`src/rtl/samp_pkg.sv`:
```
package samp_pkg;
   localparam logic [63:0] CANON_NAN = 64'h7FF8_0000_0000_0000;
   localparam logic [63:0] ONE_BITS  = 64'h3FF0_0000_0000_0000;

   // Widen a single-precision pattern to double exactly
   function automatic logic [63:0] widen_base(input logic [31:0] b);
      logic        s;
      logic [7:0]  e;
      logic [22:0] m;
      logic [22:0] mm;
      logic [10:0] de;
      logic [4:0]  lz;
      logic        found;
      logic [63:0] r;
      s = b[31];
      e = b[30:23];
      m = b[22:0];
      lz = 5'd0;
      found = 1'b0;
      mm = m;
      de = 11'd0;
      if (e == 8'hFF) begin
         if (m != 23'd0) r = CANON_NAN;
         else r = {s, 11'h7FF, 52'd0};
      end else if (e == 8'd0) begin
         if (m == 23'd0) r = {s, 63'd0};
         else begin
            for (int i = 22; i >= 0; i--) begin
               if (!found && m[i]) begin
                  found = 1'b1;
                  lz = 5'(22 - i);
               end
            end
            mm = m << (lz + 5'd1);
            de = 11'(1023 - 127 - lz);
            r = {s, de, mm, 29'd0};
         end
      end else begin
         de = 11'(e) + 11'd896;
         r = {s, de, m, 29'd0};
      end
      return r;
   endfunction
endpackage

```
`src/rtl/samp_fmul.sv`:
```
// Iterative double multiplier, round to nearest even.
// Latch the operands on start, build the 106-bit significand product from four
// 27x27 partial products, one a cycle, then round; done is registered from the round phase.
module samp_fmul (
   input  logic        clock,
   input  logic        reset,
   input  logic        start,
   input  logic [63:0] a,
   input  logic [63:0] b,
   output logic        done,
   output logic [63:0] prod
);
   localparam logic [2:0] PH_IDLE = 3'd0;
   localparam logic [2:0] PH_P0   = 3'd1;
   localparam logic [2:0] PH_P1   = 3'd2;
   localparam logic [2:0] PH_P2   = 3'd3;
   localparam logic [2:0] PH_P3   = 3'd4;
   localparam logic [2:0] PH_RND  = 3'd5;

   logic [2:0]   phase_ff, phase_in;
   logic         done_ff, done_in;
   logic         sgn_ff, sgn_in;
   logic         spec_ff, spec_in;
   logic [63:0]  spec_val_ff, spec_val_in;
   logic signed [13:0] ex_ff, ex_in;
   logic [52:0]  ma_ff, ma_in;
   logic [52:0]  mb_ff, mb_in;
   logic [105:0] mp_ff, mp_in;
   logic [63:0]  prod_ff, prod_in;

   logic [10:0] ea, eb;
   logic [51:0] fa, fb;
   logic        za, zb, ia, ib, na, nb;
   logic [5:0]  la, lb;
   logic        fda, fdb;

   logic [26:0]  pa, pb;
   logic [53:0]  pp;
   logic [105:0] ppw;

   always_comb begin
      ea = a[62:52]; eb = b[62:52];
      fa = a[51:0];  fb = b[51:0];
      za = (ea == 11'd0) && (fa == 52'd0);
      zb = (eb == 11'd0) && (fb == 52'd0);
      ia = (ea == 11'h7FF) && (fa == 52'd0);
      ib = (eb == 11'h7FF) && (fb == 52'd0);
      na = (ea == 11'h7FF) && (fa != 52'd0);
      nb = (eb == 11'h7FF) && (fb != 52'd0);
      sgn_in = a[63] ^ b[63];
      // normalize subnormal operands
      la = 6'd0; lb = 6'd0; fda = 1'b0; fdb = 1'b0;
      for (int i = 52; i >= 0; i--) begin
         if (!fda && ((ea != 11'd0) ? (i == 52) : ((i < 52) && fa[i]))) begin
            fda = 1'b1; la = 6'(52 - i);
         end
         if (!fdb && ((eb != 11'd0) ? (i == 52) : ((i < 52) && fb[i]))) begin
            fdb = 1'b1; lb = 6'(52 - i);
         end
      end
      ma_in = {(ea != 11'd0), fa} << la;
      mb_in = {(eb != 11'd0), fb} << lb;
      ex_in = 14'($signed({3'd0, ((ea == 11'd0) ? 11'd1 : ea)}))
            + 14'($signed({3'd0, ((eb == 11'd0) ? 11'd1 : eb)}))
            - 14'($signed({8'd0, la})) - 14'($signed({8'd0, lb})) - 14'sd1023;
      spec_in = 1'b1;
      spec_val_in = 64'd0;
      if (na || nb || (ia && zb) || (za && ib)) spec_val_in = samp_pkg::CANON_NAN;
      else if (ia || ib) spec_val_in = {sgn_in, 11'h7FF, 52'd0};
      else if (za || zb) spec_val_in = {sgn_in, 63'd0};
      else spec_in = 1'b0;
   end

   // sequencer: one partial product a cycle into the accumulator
   always_comb begin
      phase_in = phase_ff;
      mp_in = mp_ff;
      case (phase_ff)
         PH_P0: begin
            pa = ma_ff[26:0]; pb = mb_ff[26:0];
         end
         PH_P1: begin
            pa = ma_ff[26:0]; pb = {1'b0, mb_ff[52:27]};
         end
         PH_P2: begin
            pa = {1'b0, ma_ff[52:27]}; pb = mb_ff[26:0];
         end
         PH_P3: begin
            pa = {1'b0, ma_ff[52:27]}; pb = {1'b0, mb_ff[52:27]};
         end
         default: begin
            pa = 27'd0; pb = 27'd0;
         end
      endcase
      pp = {27'd0, pa} * {27'd0, pb};
      ppw = {52'd0, pp};
      case (phase_ff)
         PH_IDLE: begin
            if (start) begin
               mp_in = '0; phase_in = PH_P0;
            end
         end
         PH_P0: begin
            mp_in = mp_ff + ppw; phase_in = PH_P1;
         end
         PH_P1: begin
            mp_in = mp_ff + (ppw << 27); phase_in = PH_P2;
         end
         PH_P2: begin
            mp_in = mp_ff + (ppw << 27); phase_in = PH_P3;
         end
         PH_P3: begin
            mp_in = mp_ff + (ppw << 54); phase_in = PH_RND;
         end
         PH_RND: phase_in = PH_IDLE;
         default: phase_in = PH_IDLE;
      endcase
      done_in = (phase_ff == PH_RND);
   end

   // normalize, round, pack
   logic [105:0] mn;
   logic signed [13:0] en;
   logic [7:0]   sh;
   logic [107:0] wide;
   logic [52:0]  keep;
   logic         g, st;
   logic [53:0]  rnd;
   logic signed [13:0] ef;
   always_comb begin
      mn = mp_ff[105] ? mp_ff : (mp_ff << 1);
      en = mp_ff[105] ? ex_ff + 14'sd1 : ex_ff;
      // mn[105] is the leading one, true exponent en
      sh = 8'd0;
      if (en < 14'sd1) sh = ((14'sd1 - en) > 14'sd60) ? 8'd60 : 8'(14'sd1 - en);
      wide = {mn, 2'b00} >> sh;
      keep = wide[107:55];
      g = wide[54];
      st = (wide[53:0] != 54'd0);
      rnd = {1'b0, keep} + 54'(g && (st || keep[0]));
      ef = (en < 14'sd1) ? 14'sd0 : en;
      if (rnd[53]) begin
         rnd = rnd >> 1;
         ef = ef + 14'sd1;
      end else if ((ef == 14'sd0) && rnd[52]) begin
         ef = 14'sd1;
      end
      if (spec_ff) prod_in = spec_val_ff;
      else if (ef >= 14'sd2047) prod_in = {sgn_ff, 11'h7FF, 52'd0};
      else prod_in = {sgn_ff, ef[10:0], rnd[51:0]};
   end

   always_ff @(posedge clock) begin
      if (reset) begin
         phase_ff <= PH_IDLE;
         done_ff  <= 1'b0;
      end else begin
         phase_ff <= phase_in;
         done_ff  <= done_in;
      end
      if (start && (phase_ff == PH_IDLE)) begin
         sgn_ff <= sgn_in;
         spec_ff <= spec_in;
         spec_val_ff <= spec_val_in;
         ex_ff <= ex_in;
         ma_ff <= ma_in;
         mb_ff <= mb_in;
      end
      mp_ff <= mp_in;
      if (phase_ff == PH_RND) prod_ff <= prod_in;
   end

   assign done = done_ff;
   assign prod = prod_ff;
endmodule

```
`src/rtl/square_and_multiply_power.sv`:
```
// Sequence: from the accepting edge, scan the exponent down to its top set bit (all bits
// for a zero exponent), then square once per lower bit and multiply once per set lower bit.
// Throughput: one item at a time; req_tready is low from accept until the rsp beat,
// so a new accept waits for the previous rsp beat. Each multiplication runs
// in one shared iterative double multiplier; a result waits in the output register.
// reset (synchronous, active high) clears the sequencer and valid flags.
module square_and_multiply_power #(
   parameter int EXP_BITS = 16
) (
   input  logic        clock,
   input  logic        reset,
   input  logic        req_tvalid,
   output logic        req_tready,
   input  logic [47:0] req_tdata,   // [31:0] base_bits, [47:32] exponent
   output logic        rsp_tvalid,
   input  logic        rsp_tready,
   output logic [71:0] rsp_tdata    // [63:0] power_bits, [68:64] mult_count, rest zero
);
   localparam int IW = (EXP_BITS > 16) ? 16 : EXP_BITS;
   localparam int BW = $clog2(EXP_BITS);

   localparam logic [2:0] ST_IDLE = 3'd0;
   localparam logic [2:0] ST_SCAN = 3'd1;
   localparam logic [2:0] ST_SQ   = 3'd2;
   localparam logic [2:0] ST_MUL  = 3'd3;
   localparam logic [2:0] ST_OUT  = 3'd4;

   logic [2:0]          state_ff, state_in;
   logic [63:0]         x_ff, x_in;
   logic [63:0]         acc_ff, acc_in;
   logic [EXP_BITS-1:0] n_ff, n_in;
   logic [BW-1:0]       bit_ff, bit_in;
   logic [4:0]          cnt_ff, cnt_in;
   logic                wait_ff, wait_in;

   logic        mstart, mdone;
   logic [63:0] ma, mprod;

   samp_fmul u_fmul (
      .clock (clock), .reset (reset), .start (mstart),
      .a (ma), .b (acc_ff), .done (mdone), .prod (mprod)
   );

   always_comb begin
      state_in = state_ff; x_in = x_ff; acc_in = acc_ff; n_in = n_ff;
      bit_in = bit_ff; cnt_in = cnt_ff; wait_in = wait_ff;
      mstart = 1'b0;
      ma = (state_ff == ST_MUL) ? x_ff : acc_ff;
      case (state_ff)
         ST_IDLE: begin
            if (req_tvalid) begin
               x_in = samp_pkg::widen_base(req_tdata[31:0]);
               n_in = EXP_BITS'(req_tdata[32 +: IW]);
               acc_in = samp_pkg::ONE_BITS;
               cnt_in = 5'd0;
               bit_in = BW'(EXP_BITS - 1);
               state_in = ST_SCAN;
            end
         end
         ST_SCAN: begin
            // walk down to the top set bit, one bit a cycle
            if (n_ff[bit_ff]) begin
               acc_in = x_ff;
               if (bit_ff == '0) state_in = ST_OUT;
               else begin
                  bit_in = bit_ff - 1'b1; state_in = ST_SQ; wait_in = 1'b0;
               end
            end else if (bit_ff == '0) state_in = ST_OUT;
            else bit_in = bit_ff - 1'b1;
         end
         ST_SQ, ST_MUL: begin
            if (!wait_ff) begin
               mstart = 1'b1; wait_in = 1'b1;
            end else if (mdone) begin
               acc_in = mprod; cnt_in = cnt_ff + 5'd1; wait_in = 1'b0;
               if (state_ff == ST_SQ && n_ff[bit_ff]) state_in = ST_MUL;
               else if (bit_ff == '0) state_in = ST_OUT;
               else begin
                  bit_in = bit_ff - 1'b1; state_in = ST_SQ;
               end
            end
         end
         ST_OUT: begin
            if (rsp_tready) state_in = ST_IDLE;
         end
         default: state_in = ST_IDLE;
      endcase
   end

   always_ff @(posedge clock) begin
      if (reset) begin
         state_ff <= ST_IDLE;
         wait_ff  <= 1'b0;
      end else begin
         state_ff <= state_in;
         wait_ff  <= wait_in;
      end
      x_ff <= x_in; acc_ff <= acc_in; n_ff <= n_in;
      bit_ff <= bit_in; cnt_ff <= cnt_in;
   end

   assign req_tready = (state_ff == ST_IDLE);
   assign rsp_tvalid = (state_ff == ST_OUT);
   assign rsp_tdata  = {3'd0, cnt_ff, acc_ff};
endmodule

```
`config.mk`:
```
export PLATFORM = sky130hd
export DESIGN_NAME = square_and_multiply_power
export DESIGN_NICKNAME = d
export VERILOG_FILES = /design/src/rtl/samp_pkg.sv /design/src/rtl/samp_fmul.sv /design/src/rtl/square_and_multiply_power.sv
export SDC_FILE = /design/constraint.sdc
export NUM_CORES = 2
export LEC_CHECK = 0
export BUFFER_PORTS_ARGS = -buffer_cell sky130_fd_sc_hd__buf_4
export CORE_MARGIN = 2
export CORE_UTILIZATION = 45
export CTS_CLUSTER_SIZE = 28
export DETAILED_ROUTE_END_ITERATION = 8
export RECOVER_POWER = 100
export SLEW_MARGIN = 20
export SYNTH_ARGS = -nofsm -noshare
export SYNTH_HDL_FRONTEND = slang
export SYNTH_HIERARCHICAL = 1
export SYNTH_SLANG_ARGS = --single-unit
```
`constraint.sdc`:
```
create_clock -name clock -period 25.1 [get_ports clock]
set_input_delay 2.51 -clock clock [delete_from_list [all_inputs] [get_ports clock]]
set_output_delay 2.51 -clock clock [all_outputs]
set_load 0.005 [all_outputs]
```
==> Yosys cells after proc, flatten, opt, wreduce, memory -nomap -nowiden <==
Index checks and enable logic that the tools add are counted.
{ "totals": {"ff_bits": 517, "latchBits": 0, "mem_bits_rw": 0, "mem_bits_ro": 0, "input_bits": 52, "word_cells": 901, "mem_count": 0} }
{ "classes": {"add_sub_neg": 16, "multipliers": 1, "n_div": 0, "n_lt_le_gt_ge": 4, "n_eq_ne": 21, "shift": 4, "mux": 532, "bitwise_logic": 1, "n_reduce_logical": 304} }
{ "ops": {"columns": ["cell", "count"], "rows": [
  ["$mux 64", 10],
  ["$mux 6", 102],
  ["$pmux 106 s4", 1],
  ["$mux 1", 353],
  ["$mux 106", 2],
  ["$pmux 64 s3", 1],
  ["$mux 63", 3],
  ["$mux 5", 29],
  ["$logic_and 1x1->1", 138],
  ["$logic_not 1->1", 126],
  ["$pmux 27 s2", 2],
  ["$shr 108x8->108", 1],
  ["$add 106x106->106", 1],
  ["$add 106x54->106", 1],
  ["$add 106x81->106", 1],
  ["$shl 53x6->53", 2],
  ["$logic_not 52->1", 2],
  ["$reduce_bool 52->1", 2],
  ["$mux 14", 4],
  ["$add 53x1->54", 1],
  ["$mul 27x27->54", 1],
  ["$reduce_bool 54->1", 1],
  ["$mux 52", 1],
  ["$add 14x2->14 const B", 2],
  ["49 further kinds", 96]
]} }

==> Logic depth before layout (Yosys ltp) <==
{ "depth": {"word_depth": 187, "depth_mapped": 57, "depth_no_buf": 51} }

==> Cells and area by module <==
Netlist, hierarchy kept.
{ "modules_own_cells": {"columns": ["module", "n_inst", "cells_per_inst", "area_each_um2"], "rows": [
  ["samp_fmul", 1, 7573, 61396.4],
  ["square_and_multiply_power", 1, 642, 7524.7]
]} }

==> Worst setup path after synthesis <==
OpenSTA, ideal clock, no wires.
{ "synth_timing": {"path_type": "register to register", "from": "reg u_fmul.phase_ff[0]", "to": "reg u_fmul.mp_ff[96], data pin", "t_arrival_ns": 12.484, "required_time_ns": 24.905, "setup_slack_ns": 12.421, "path_stages_with_launch": 47, "period_less_slack_ns": 12.679, "path_cell_list": "dfxtp_1 > clkbuf_1 > nor2b_1 > clkbuf_1 > nand2_1 > nand2_1 > clkbuf_1 > a22o_1 > clkbuf_1 > clkbuf_1 > nand2_1 > fa_1 > fa_1 > inv_1 > fa_1 > ha_1 > fa_1 > inv_1 > [11 not listed] > a21oi_1 > a211o_1 > nand2_1 > o21ai_0 > nor2b_1 > xnor2_1 > ha_1 > nand4_1 > or3b_2 > a211o_1 > a211o_1 > a21oi_1 > o2111ai_1 > a41o_1 > a2111oi_0 > nand3_1 > o2bb2a_1 > o311ai_0"} }
{ "synth_via": {"elab_chain_cells": 6} }
{ "synth_rtl": {"columns": ["element", "line_no", "source"], "rows": [
  ["start: declaration", "samp_fmul.sv:20", "logic [2:0] phase_ff, phase_in;"],
  ["start signal: assignment", "samp_fmul.sv:158", "phase_ff <= phase_in;"],
  ["$eq 3x2->1 (tied with other cells)", "samp_fmul.sv:78, samp_fmul.sv:97", null],
  ["$reduce_or 2->1 (no source line)", null, null],
  ["$pmux 27 s2", "samp_fmul.sv:78", "case (phase_ff)"],
  ["$mul 27x27->54", "samp_fmul.sv:95", "pp = {27'd0, pa} * {27'd0, pb};"],
  ["$add 106x106->106 (tied with other cells)", "samp_fmul.sv:113", "mp_in = mp_ff + (ppw << 54); phase_in = PH_RND;"],
  ["$pmux 106 s4 (*)", "samp_fmul.sv:97", "case (phase_ff)"],
  ["end signal: assignment", "samp_fmul.sv:169", "mp_ff <= mp_in;"],
  ["end: declaration", "samp_fmul.sv:28", "logic [105:0] mp_ff, mp_in;"]
]} }
Mark *: on every way between the ends. The rest lies on a longest branch, timed or not.
A chain may end at the register's enable or synchronous reset.

==> Worst setup path in the final report <==
{ "layout_timing": {"from": "reg u_fmul.phase_ff[2]", "to": "reg u_fmul.mp_ff[96], data pin"} }
Same word-level chain as after synthesis.

==> results.md <==
* Clock Path Buffers at 3
* Hold Fails Final Rpt at 0
* #FFs+latches synth at 426
* Compound-cell area share of the yosys netlist at 18.36%
* Crit path max fanout at 52
* Max-slew headroom at -146.5%
* First-pass GRT wire length at 393,400 um
* FMAX at 57.79 MHz
* Setup Fix Bufs, Post-CTS at 0
* Buffers on Ports at 122
* Tot GR Track Use at 32.62%
* Crit-path leading delay family: compound AO/OA/AOI/OAI gates
* DRT iter0 DRCs at 7,059
* Skew final at 57.11 ps
* CP required at 25,470 ps
* RSZ-0062 raised after global routing: false
* Clock transition at path regs at 70 ps
* H-Tree Depth at 2
* Number of setup violations in the final report at 0
* Hold Buf Count CTS at 0
* Startpoint Class: flip-flop
* Antenna viol nets, final at 0
* Share of layout cells above drive strength 1 at 7.480%
* Min-Delay Path Class: flip-flop to flip-flop
* Crit end category: flip-flop
* CTS tree: yes
* Clock Tree Root: clkbuf_16
* Mux cell area share after synthesis at 6.880%
* Synth Area in XOR/XNOR at 4.244%
* Largest net degree at the start of global routing at 88
* DRC at 0
* Status: complete, but fails checks
* Final-layout fill cell count at 14,850
* Synth Area in Simple Gates at 18.90%
* Cell count after synthesis at 8,215
* Vias per cell at 6.319
* Post-cts repair resize count at 0
* Antenna violations before repair at 10
* Max-cap viol count at 20
* Rows at 143
* Reg area at 0.01271 mm2
* Worst-Margin Slew at 3697 ps
* Num CTS Buffers at 48
* Die area at 0.1563 mm2
* HPWL after detailed placement at 204,000 um
* Detailed Routing Iterations Pass 1 at 6
* Die W at 395.4 um
* Sequential area share after synthesis at 18.44%
* Most frequent cells in the layout: 961 x nor2_1, 881 x inv_1, 769 x nand2_1
* Total global routing overflow at 0
* Starting Density at 45.32%
* Final wirelength at 260,600 um
* Final min period at 17,300 ps
* Core footprint at 0.1521 mm2
* Clock sinks at 426
* Max stage delay on crit path at 1720 ps
* Drt wl/cell at 25.64 um
* Most frequent CP cell: fa_1
* Post-Synth Adder-Cell Area at 25.59%
* Via count at 64,220
* Slew Viols, Final at 890
* Commonest non-fill, non-tap cell in the layout: nor2_1
* IO Pins at 126
* Post-layout nets at 9,170
* Failing checks: max-capacitance violations, max-slew violations
* Cell variety after synth at 127
* Worst-Skew Late Latency at 660 ps
* Area of the multi-input gates at 0.05118 mm2
* Crit-path slowest cell: clkbuf_1
* Average cell area after synthesis at 8.390 um2
* Final period util at 68.94%
* Crit Path Class: flip-flop to flip-flop
* Main combinational cell family by area after synthesis: adder cells
* Die Ht at 395.4 um
* Sum Neg Setup Slack at 0 ps
* Synth Flop Type: edfxtp_1
* P&R area growth vs syn at 6.548%
* Vias in the first global route at 62,070
* CP arrival at 17,680 ps
* Fraction of registers with async set/reset at 0%
* Routability Congestion at 1.007
* WP buf/inv at 6
* Synthesized area at 0.06892 mm2
* Number of synthesized flops with an enable pin at 418
* Syn. warnings at 6
registers in the layout, summed over array words and instances, names as in the netlist:
name	count
bit_ff	4
cnt_ff	5
u_fmul/mb_ff	53
u_fmul/prod	64
u_fmul/spec_ff	1
u_fmul/spec_val_ff	3
u_fmul/mp_ff	106
u_fmul/ma_ff	53
u_fmul/phase_ff	3
u_fmul/ex_ff	14
acc_ff	64
u_fmul/sgn_ff	1
state_ff	3
wait_ff	1
n_ff	16
x_ff	34
u_fmul/done	1
cell usage after synthesis (71+ instances only):
cell	number	area, um2
nor2_1	965	3622
inv_1	880	3303
nand2_1	771	2894
fa_1	634	12690
edfxtp_1	418	12550
ha_1	395	4942
a21oi_1	392	1962
clkbuf_1	352	1321
o21ai_0	343	1717
mux2i_1	263	2633
nor3_1	241	1206
xnor2_1	206	1804
nand3_1	198	991.0
xor2_1	128	1121
mux2_2	123	1385
a21o_1	99	743.2
and2_1	95	594.3
o22ai_1	93	581.8
a22oi_1	90	675.7
a22o_1	88	770.7
nand4_1	77	481.7
nor4_1	76	475.5
a31oi_1	75	469.2
a211oi_1	73	548.0
o211ai_1	73	548.0
and3_1	71	444.2
layout make-up:
type                    count  area share [%]
multi-input cells        6445           69.69
flip-flops and latches    426           17.31
inverters                 884           4.520
well taps                2030           3.459
repair buffers            284           2.711
clock buffers              51           1.665
clock inverters            38          0.6270
diodes                      5         0.01704
layer usage:
| layer | vias to the layer above | global-route usage (%) | routed length (um) | part of all wire, % |
|---|---|---|---|---|
| li1 | 28650 | - | - | - |
| met1 | 31750 | 44.37 | 107800 | 41 |
| met2 | 3159 | 52.53 | 119000 | 46 |
| met3 | 657 | 4.033 | 20770 | 8.0 |
| met4 | 8 | 13.50 | 13020 | 5.0 |
| met5 | - | 0 | 57 | 0.022 |
worst reg2reg max path: cells and delay by family (launching register included):
family | cells | cell delay [ps]
flops | 1 | 500
simple gates | 11 | 2750
compound gates | 17 | 5300
fa+ha+maj | 9 | 4090
xor+xnor | 1 | 270
buf+inv | 6 | 4140
worst paths after layout:
path                      start          endpoint  slack [ps]  depth (start not counted)
max          u_fmul/phase_ff[2]  u_fmul/mp_ff[96]        7800                         44
min                     wait_ff           wait_ff         510                          2
max reg2reg  u_fmul/phase_ff[2]  u_fmul/mp_ff[96]        7800                         44
min reg2reg             wait_ff           wait_ff         510                          2
through the flow:
step | utilization [%] | instances | area, um2 | hold slack, ps | setup slack, ps
2_1_floorplan | - | 8217 | 68930 | 457.0 | 12420
3_3_place_gp | 47.31 | 10070 | 71950 | 497.1 | 11180
3_5_place_dp | 47.34 | 10070 | 72000 | 496.8 | 10960
4_1_cts | 48.45 | 10160 | 73680 | 506.4 | 10900
5_1_grt | 48.28 | 10160 | 73420 | 541.2 | 6714
6_report | 48.29 | 10160 | 73430 | 510.5 | 7795
cell families (layout without fill, tap and decap cells):
| logic type | count (synthesis) | count (layout) |
|---|---|---|
| muxes | 419 | 419 |
| other | 1 | 8 |
| and+or+nand+nor | 2815 | 2815 |
| AOI/OAI and AO/OA | 1845 | 1845 |
| buffers and inverters | 1346 | 1257 |
| xor gates and xnor gates | 334 | 334 |
| DFF | 426 | 426 |
| adders and majority gates | 1029 | 1029 |
Power is left out: the tool's default activity adds up to more than one toggle a clock period on the data nets, which glitch-free logic cannot reach.
